==> src/hw/rtl/dsct_pkg.sv <==
// Package for the DMA source-chain tag step: tag kinds, status codes,
// field widths and the quadword size. No dependencies.
`default_nettype none

package dsct_pkg;

    localparam int unsigned ADDR_W = 32;
    localparam int unsigned QWC_W = 16;
    localparam int unsigned DEPTH_W = 2;
    // 16-byte quadword: byte offset is the count shifted by four
    localparam int unsigned QW_SHIFT = 4;
    localparam logic [ADDR_W-1:0] QW_BYTES = 32'd16;

    typedef logic [ADDR_W-1:0] addr_t;
    typedef logic [QWC_W-1:0] qwc_t;
    typedef logic [DEPTH_W-1:0] depth_t;

    typedef enum logic [2:0] {
        KIND_REFE = 3'd0,
        KIND_CNT  = 3'd1,
        KIND_NEXT = 3'd2,
        KIND_REF  = 3'd3,
        KIND_REFS = 3'd4,
        KIND_CALL = 3'd5,
        KIND_RET  = 3'd6,
        KIND_END  = 3'd7
    } tag_kind_t;

    typedef enum logic [1:0] {
        ST_CONTINUE    = 2'd0,
        ST_END         = 2'd1,
        ST_OVERFLOW    = 2'd2,
        ST_UNSUPPORTED = 2'd3
    } status_t;

    // mode field values
    localparam logic MODE_START = 1'b0;
    localparam logic MODE_TAG   = 1'b1;

    // stack fill levels
    localparam depth_t DEPTH_EMPTY = 2'd0;
    localparam depth_t DEPTH_ONE   = 2'd1;
    localparam depth_t DEPTH_FULL  = 2'd2;

endpackage

`default_nettype wire

==> src/hw/rtl/dsct_in_if.sv <==
// Tag input channel: valid/ready plus one tag word.
// Depends on dsct_pkg.
`default_nettype none

interface dsct_in_if;
    import dsct_pkg::*;

    logic      valid;
    logic      ready;
    logic      mode;
    tag_kind_t tag_kind;
    addr_t     address;
    qwc_t      quadword_count;

    modport source (output valid, output mode, output tag_kind, output address,
                    output quadword_count, input ready);
    modport sink (input valid, input mode, input tag_kind, input address,
                  input quadword_count, output ready);
endinterface

`default_nettype wire

==> src/hw/rtl/dsct_out_if.sv <==
// Step result channel: valid/ready plus one result word.
// Depends on dsct_pkg.
`default_nettype none

interface dsct_out_if;
    import dsct_pkg::*;

    logic    valid;
    logic    ready;
    addr_t   data_address;
    addr_t   next_tag_address;
    status_t status;
    depth_t  stack_depth;

    modport source (output valid, output data_address, output next_tag_address,
                    output status, output stack_depth, input ready);
    modport sink (input valid, input data_address, input next_tag_address,
                  input status, input stack_depth, output ready);
endinterface

`default_nettype wire

==> src/hw/rtl/dsct_cfg_if.sv <==
// Configuration write channel: valid/ready plus the call-stack enable bit.
// No dependencies.
`default_nettype none

interface dsct_cfg_if;
    logic valid;
    logic ready;
    logic call_stack_enabled;

    modport source (output valid, output call_stack_enabled, input ready);
    modport sink (input valid, input call_stack_enabled, output ready);
endinterface

`default_nettype wire

==> src/hw/rtl/dma_source_chain_tag_step_unit.sv <==
// Top level of the DMA source-chain tag step unit.
// Depends on dsct_pkg, dsct_in_if, dsct_out_if and dsct_cfg_if.
//
// Usage:
//   tags  - input words: a start word (mode 0) loads the tag pointer and
//           empties the two-entry return-address stack; a tag word (mode 1)
//           decodes one chain tag.
//   steps - one result word per input word: data address, next tag address,
//           status and stack depth after the step.
//   cfg   - write channel for the call-stack enable bit; always ready.
//           Write only while no word is in flight.
// Flow: a word accepted is held in the input register, then decoded against
// the tag pointer and stack into the result register, from which steps
// takes it.
// Throughput: one word per cycle while steps is taken, set by the single
// decode stage between the input and result registers, which also updates the state.
// Stall: when steps is not taken, the result register holds; the input
// register still accepts one more word, then tags.ready drops.
// Reset: tag pointer, stack and count go to zero, call stack enabled, both
// stages empty.
`default_nettype none

module dma_source_chain_tag_step_unit (
    input  wire logic   clk,
    input  wire logic   rst_n,
    dsct_in_if.sink     tags,
    dsct_out_if.source  steps,
    dsct_cfg_if.sink    cfg
);
    import dsct_pkg::*;

    // configuration
    logic cs_en_reg;

    // input stage
    logic      in_valid_reg;
    logic      mode_reg;
    tag_kind_t kind_reg;
    addr_t     addr_reg;
    qwc_t      qwc_reg;

    // chain state
    addr_t  tp_reg, tp_next;
    addr_t  ret_lo_reg, ret_lo_next;
    addr_t  ret_hi_reg, ret_hi_next;
    depth_t cnt_reg, cnt_next;

    // result stage
    logic    out_valid_reg;
    addr_t   data_reg, data_next;
    status_t status_reg, status_next;

    logic  advance;
    addr_t after;
    addr_t ret_addr;

    // stage handshakes
    assign advance    = !out_valid_reg || steps.ready;
    assign tags.ready = !in_valid_reg || advance;
    assign cfg.ready  = 1'b1;

    always_ff @(posedge clk or negedge rst_n)
    begin
        if (!rst_n)
        begin
            cs_en_reg <= 1'b1;
        end
        else if (cfg.valid)
        begin
            cs_en_reg <= cfg.call_stack_enabled;
        end
    end

    // input register
    always_ff @(posedge clk or negedge rst_n)
    begin
        if (!rst_n)
        begin
            in_valid_reg <= 1'b0;
        end
        else if (tags.ready)
        begin
            in_valid_reg <= tags.valid;
        end
    end

    always_ff @(posedge clk)
    begin
        if (tags.valid && tags.ready)
        begin
            mode_reg <= tags.mode;
            kind_reg <= tags.tag_kind;
            addr_reg <= tags.address;
            qwc_reg  <= tags.quadword_count;
        end
    end

    // address after the tag, and return address past the tag's data
    assign after    = tp_reg + QW_BYTES;
    assign ret_addr = after + (addr_t'(qwc_reg) << QW_SHIFT);

    // tag decode
    always_comb
    begin
        tp_next     = tp_reg;
        ret_lo_next = ret_lo_reg;
        ret_hi_next = ret_hi_reg;
        cnt_next    = cnt_reg;
        data_next   = after;
        status_next = ST_CONTINUE;

        if (mode_reg == MODE_START)
        begin
            tp_next     = addr_reg;
            ret_lo_next = '0;
            ret_hi_next = '0;
            cnt_next    = DEPTH_EMPTY;
            data_next   = '0;
        end
        else
        begin
            unique case (kind_reg)
                KIND_REFE:
                begin
                    data_next   = addr_reg;
                    tp_next     = after;
                    status_next = ST_END;
                end
                KIND_CNT:
                begin
                    tp_next = after;
                end
                KIND_NEXT:
                begin
                    tp_next = addr_reg;
                end
                KIND_REF, KIND_REFS:
                begin
                    data_next = addr_reg;
                    tp_next   = after;
                end
                KIND_CALL:
                begin
                    if (!cs_en_reg)
                    begin
                        data_next   = addr_reg;
                        status_next = ST_UNSUPPORTED;
                    end
                    else if (cnt_reg == DEPTH_EMPTY)
                    begin
                        ret_lo_next = ret_addr;
                        cnt_next    = DEPTH_ONE;
                        tp_next     = addr_reg;
                    end
                    else if (cnt_reg == DEPTH_ONE)
                    begin
                        ret_hi_next = ret_addr;
                        cnt_next    = DEPTH_FULL;
                        tp_next     = addr_reg;
                    end
                    else
                    begin
                        status_next = ST_OVERFLOW;
                    end
                end
                KIND_RET:
                begin
                    if (!cs_en_reg)
                    begin
                        data_next   = addr_reg;
                        status_next = ST_UNSUPPORTED;
                    end
                    else if (cnt_reg == DEPTH_FULL)
                    begin
                        tp_next     = ret_hi_reg;
                        ret_hi_next = '0;
                        cnt_next    = DEPTH_ONE;
                    end
                    else if (cnt_reg == DEPTH_ONE)
                    begin
                        tp_next     = ret_lo_reg;
                        ret_lo_next = '0;
                        cnt_next    = DEPTH_EMPTY;
                    end
                    else
                    begin
                        status_next = ST_END;
                    end
                end
                KIND_END:
                begin
                    status_next = ST_END;
                end
                default:
                begin
                    status_next = ST_END;
                end
            endcase
        end
    end

    // chain state, updated as a word leaves the input stage
    always_ff @(posedge clk or negedge rst_n)
    begin
        if (!rst_n)
        begin
            tp_reg     <= '0;
            ret_lo_reg <= '0;
            ret_hi_reg <= '0;
            cnt_reg    <= DEPTH_EMPTY;
        end
        else if (in_valid_reg && advance)
        begin
            tp_reg     <= tp_next;
            ret_lo_reg <= ret_lo_next;
            ret_hi_reg <= ret_hi_next;
            cnt_reg    <= cnt_next;
        end
    end

    // result register
    always_ff @(posedge clk or negedge rst_n)
    begin
        if (!rst_n)
        begin
            out_valid_reg <= 1'b0;
        end
        else if (advance)
        begin
            out_valid_reg <= in_valid_reg;
        end
    end

    always_ff @(posedge clk)
    begin
        if (in_valid_reg && advance)
        begin
            data_reg   <= data_next;
            status_reg <= status_next;
        end
    end

    assign steps.valid            = out_valid_reg;
    assign steps.data_address     = data_reg;
    assign steps.next_tag_address = tp_reg;
    assign steps.status           = status_reg;
    assign steps.stack_depth      = cnt_reg;

endmodule

`default_nettype wire
==> src/flat_wrapper.sv <==
// flat-port wrapper written by rule: the top's interface ports become plain ports
module dma_source_chain_tag_step_unit_flat import dsct_pkg::*;
  (clk, rst_n, tags_valid, tags_mode, tags_tag_kind, tags_address, tags_quadword_count, tags_ready, steps_valid, steps_data_address, steps_next_tag_address, steps_status, steps_stack_depth, steps_ready, cfg_valid, cfg_call_stack_enabled, cfg_ready);
  dsct_in_if tags_i ();
  dsct_out_if steps_i ();
  dsct_cfg_if cfg_i ();
  input  wire logic clk;
  input  wire logic rst_n;
  input wire logic [$bits(tags_i.valid)-1:0] tags_valid;
  input wire logic [$bits(tags_i.mode)-1:0] tags_mode;
  input wire logic [$bits(tags_i.tag_kind)-1:0] tags_tag_kind;
  input wire logic [$bits(tags_i.address)-1:0] tags_address;
  input wire logic [$bits(tags_i.quadword_count)-1:0] tags_quadword_count;
  output wire logic [$bits(tags_i.ready)-1:0] tags_ready;
  output wire logic [$bits(steps_i.valid)-1:0] steps_valid;
  output wire logic [$bits(steps_i.data_address)-1:0] steps_data_address;
  output wire logic [$bits(steps_i.next_tag_address)-1:0] steps_next_tag_address;
  output wire logic [$bits(steps_i.status)-1:0] steps_status;
  output wire logic [$bits(steps_i.stack_depth)-1:0] steps_stack_depth;
  input wire logic [$bits(steps_i.ready)-1:0] steps_ready;
  input wire logic [$bits(cfg_i.valid)-1:0] cfg_valid;
  input wire logic [$bits(cfg_i.call_stack_enabled)-1:0] cfg_call_stack_enabled;
  output wire logic [$bits(cfg_i.ready)-1:0] cfg_ready;
  assign tags_i.valid = tags_valid;
  assign tags_i.mode = tags_mode;
  assign tags_i.tag_kind = tags_tag_kind;
  assign tags_i.address = tags_address;
  assign tags_i.quadword_count = tags_quadword_count;
  assign tags_ready = tags_i.ready;
  assign steps_valid = steps_i.valid;
  assign steps_data_address = steps_i.data_address;
  assign steps_next_tag_address = steps_i.next_tag_address;
  assign steps_status = steps_i.status;
  assign steps_stack_depth = steps_i.stack_depth;
  assign steps_i.ready = steps_ready;
  assign cfg_i.valid = cfg_valid;
  assign cfg_i.call_stack_enabled = cfg_call_stack_enabled;
  assign cfg_ready = cfg_i.ready;
  dma_source_chain_tag_step_unit u_core (.clk(clk), .rst_n(rst_n), .tags(tags_i), .steps(steps_i), .cfg(cfg_i));
endmodule
==> config.mk <==
export PLATFORM = sky130hd
export DESIGN_NAME = dma_source_chain_tag_step_unit_flat
export DESIGN_NICKNAME = d
export VERILOG_FILES = /design/src/hw/rtl/dsct_pkg.sv /design/src/hw/rtl/dsct_in_if.sv /design/src/hw/rtl/dsct_out_if.sv /design/src/hw/rtl/dsct_cfg_if.sv /design/src/hw/rtl/dma_source_chain_tag_step_unit.sv /design/src/flat_wrapper.sv
export SDC_FILE = /design/constraint.sdc
export NUM_CORES = 1
export LEC_CHECK = 0
export BUFFER_PORTS_ARGS = -buffer_cell sky130_fd_sc_hd__buf_2
export CORE_MARGIN = 2
export CORE_UTILIZATION = 58
export DETAILED_ROUTE_END_ITERATION = 12
export PLACE_DENSITY = 0.8
export SKIP_CTS_REPAIR_TIMING = 1
export SLEW_MARGIN = 20
export SYNTH_ARGS = -nofsm -noshare
export SYNTH_HDL_FRONTEND = slang
export SYNTH_SLANG_ARGS = --single-unit
==> constraint.sdc <==
create_clock -name clk -period 4.2 [get_ports clk]
set_input_delay 0.84 -clock clk [delete_from_list [all_inputs] [get_ports clk]]
set_output_delay 0.84 -clock clk [all_outputs]
set_load 0.05 [all_outputs]
==> impl_results.md <==
* Max-slew headroom at around a quarter
* Finish-stage setup viols at 0
* Starting Density at between 50% and 60%
* Vias in the first global route at 7225
* Mean Syn Cell Area at about 10 um2
* Seq cells post-synth at 187
* Fill count at about 1200
* Synth area leaders: edfxtp_1 27%, dfrtp_1 26%, mux2i_1 6.9%
* Worst R2R Start: u_core.steps.next_tag_address[4]$_DFFE_PN0P_
* Post-detail-place hpwl at 15900 um
* RSZ-0062 raised after global routing: no
* Routability cong. at between 0.8 and 0.9
* First-pass GRT wire length at roughly 37000 um
* Status: finished, final reports clean
* Fin area at ~11000 um2
* Maximum vdd drop at ~0.34 mV
* Crit path DAT at ~4.2 ns
* Vias post-DR at 7458
* Slew @ Worst Pin at around 1.1 ns
* Placed cells at about 1200
* Clk Latency, worst-skew pair at between 0.4 and 0.5 ns
* Fin. Hold Viols at 0
* WP buf/inv at 1
* Post-synth EDFFs at 86
* Asr flop ratio synth at a little over half
* # nets final at approximately 1100
* Die height at about 130 um
* Clk sink count at ~190
* Width of the chip at ~130 um
* Kind of critical path: flop to flop
* Post-Synth Adder-Cell Area at around 3.2%
* Simple-gate share of the synthesized area at 13.4%
* Rows at between 40 and 50
* Crit end category: flop
* IO Pins at between 100 and 150
* Most frequent cells after synthesis: 144 x nand2_1, 100 x dfrtp_1, 89 x o21ai_0
* Overall die area at between 15000 and 20000 um2
* First drt pass iteration count at 5
* Cells after synthesis at roughly 920
* Period minus WS final at around 3.9 ns
* Post-synthesis compound-gate area fraction at between 10% and 20%
* Iteration-0 DRC Markers at roughly 720
* WHS Endpoint: u_core.ret_lo_reg[22]$_DFFE_PN0P_
* Max-slew violations at 0
* Post-Syn Nets at between 900 and 1000
* Clk buf depth at 2
* Synthesized cell area at between 9000 and 10000 um2
* Req. time, crit path at between 4 and 5 ns
* Type of the worst min-delay path: flop to flop
* Antenna violations before repair at 0
* CP max-delay cell: dfrtp_1
* PD cells at between 500 and 600 nW/um2
* P_leak at 4.65 nW
* H-tree levels at 4
* Per-cell routed wire length at between 15 and 20 um
* Ordered list of cells on the worst path: ha_1, and4_2, nand4_1, xor2_1, inv_1, ha_1, nand2_1, nor4b_1, a221oi_1, o31ai_1, and2_1, nand4b_1, xor2_1, a22o_1
* Worst hold slack at 0.479 ns
* Synth warnings at 0
* Sequential cell area fraction in the yosys report at about 54%
* Main combinational cell family by area after synthesis: compound AO/OA/AOI/OAI gates
* Final WL at 23300 um
* Worst r2r path cells at 14
* Worst-path clk slew at 0.07 ns
* DRC violations left at 0
* Setup slack, reg-to-reg at about 0.34 ns
* Max FO, Critical Path at 7
* Largest net degree at the start of global routing at 77
* Routed Antenna Nets at 0
* Delay-heaviest family, CP: simple AND/OR/NAND/NOR gates
* Storage element area at between 5000 and 6000 um2
* Setup_tns at 0 ns
* TritonCTS clock tree: built
* Layout cells sized above 1 at between 10% and 20%
* Min-Delay Path Depth at 2
* Placed Instance Area at 10300 um2
* Area Overhead vs Synth at 14.6%
* Clock Skew at just under 0.009 ns
* Total congestion overflow at 0
* Mux contribution to synthesized area at 7.07%
* # diodes at 0
* CP startpoint kind: flop
* Total CTS buffers at 17
* Max-Cap Viols at 0
* Yosys cell types at 63
* Leading area contributor after synthesis: edfxtp_1
* Max incr delay on CP at 0.43 ns
* Tcrit/Tclk final at about nine tenths
* Avg Vias per Cell at 5.96
* Cell with the most instances after synthesis: nand2_1
* Ys flop type: dfrtp_1
* Core area at approximately 16000 um2
* Root Buffer: clkbuf_16
* Synth Area in XOR/XNOR at between 4 and 5%
* PortBufs at around 130
* Top-area cell type share of the netlist area at about 27%
* Fmax at around 260 MHz
* RR Endpoint: u_core.ret_lo_reg[29]$_DFFE_PN0P_
* HP Start: u_core.ret_lo_reg[22]$_DFFE_PN0P_
* Overall global routing resource usage at 27.5%
* Fin cells at 1251
* Footprint of the multi-input gates at just over 4000 um2
==> metrics by stage <==
| stage | power (W) | utilization [%] | setup WS [ns] |
|---|---|---|---|
| after floorplan | 0.00414 | - | 0.317 |
| after global placement | 0.00464 | 64.7 | 0.379 |
| after detailed placement | 0.00470 | 64.7 | 0.246 |
| after CTS | 0.00628 | 68.3 | 0.232 |
| after global routing | 0.00660 | 68.4 | 0.0490 |
| final | 0.00628 | 68.4 | 0.345 |
==> area by class of cell <==
class,count,share of cell area (%)
clock buffers,19,3.97
clock inverters,13,1.30
inverters,29,0.999
multi-input cells,645,37.5
flip-flops and latches,187,46.9
well taps,216,2.48
repair buffers,142,6.89
==> metal layers <==
metal  global-route usage, %  up-vias  routed length [um]
met1                    37.2     3573                9900
met2                    44.2      342               11100
met4                    11.5        0                 613
met3                    5.04       46                1730
li1                        -     3497                   -
met5                       0        -                   0
==> cells by family after synthesis <==
logic type | after synthesis
flip-flops | 187
AND/OR/NAND/NOR | 280
AO/OA/AOI/OAI | 223
multiplexers | 67
buffers and inverters | 85
XOR/XNOR | 50
other | 1
adder cells (fa/ha/maj) | 24
==> how the worst max path moves through the flow <==
stage,from,endpoint,cells past startpoint
finish,u_core.steps.next_tag_address[4]$_DFFE_PN0P_,u_core.ret_lo_reg[29]$_DFFE_PN0P_,14
global route,u_core.steps.next_tag_address[4]$_DFFE_PN0P_,u_core.ret_lo_reg[31]$_DFFE_PN0P_,14
CTS,u_core.steps.next_tag_address[4]$_DFFE_PN0P_,u_core.ret_lo_reg[29]$_DFFE_PN0P_,14
detailed placement,u_core.steps.next_tag_address[4]$_DFFE_PN0P_,u_core.ret_lo_reg[29]$_DFFE_PN0P_,14
global placement,u_core.steps.next_tag_address[4]$_DFFE_PN0P_,u_core.ret_hi_reg[29]$_DFFE_PN0P_,14
floorplan,u_core.steps.next_tag_address[4]$_DFFE_PN0P_,u_core.ret_hi_reg[29]$_DFFE_PN0P_,16
==> power by group <==
group,total (W),internal [W],leakage (nW),switching [W]
sequential,0.00260,0.00229,2.14,0.000306
combinational,0.00210,0.000694,2.24,0.00141
clock,0.00158,0.000881,0.275,0.000703
==> placed cells by master (no fill, tap or decap), drive strengths merged, types with 4 or more instances in the layout <==
master and count:
buf 142, nand3 15, o22ai 30, mux2i 66, clkinv 4, nor4 4
and3 8, nand3b 6, nor3 10, nand4 6, dfrtp 100, edfxtp 86
a21oi 26, o31ai 18, xor2 18, nor2 60, ha 23, clkbuf 19
xnor2 32, and2 5, nor2b 5, a22o 4, a21o 5, inv 33
a211oi 30, nand2b 6, o21ai 92, nand2 144
==> worst register-to-register path: stages, from the launching register on <==
cell      delay (ns)
dfrtp_1         0.43
ha_1            0.30
and4_2          0.38
nand4_1         0.14
xor2_1          0.24
inv_1           0.07
ha_1            0.34
nand2_1         0.11
nor4b_1         0.33
a221oi_1        0.20
o31ai_1         0.33
and2_1          0.32
nand4b_1        0.15
xor2_1          0.17
a22o_1          0.22
No activity file was read; power rests on OpenSTA's default activity.
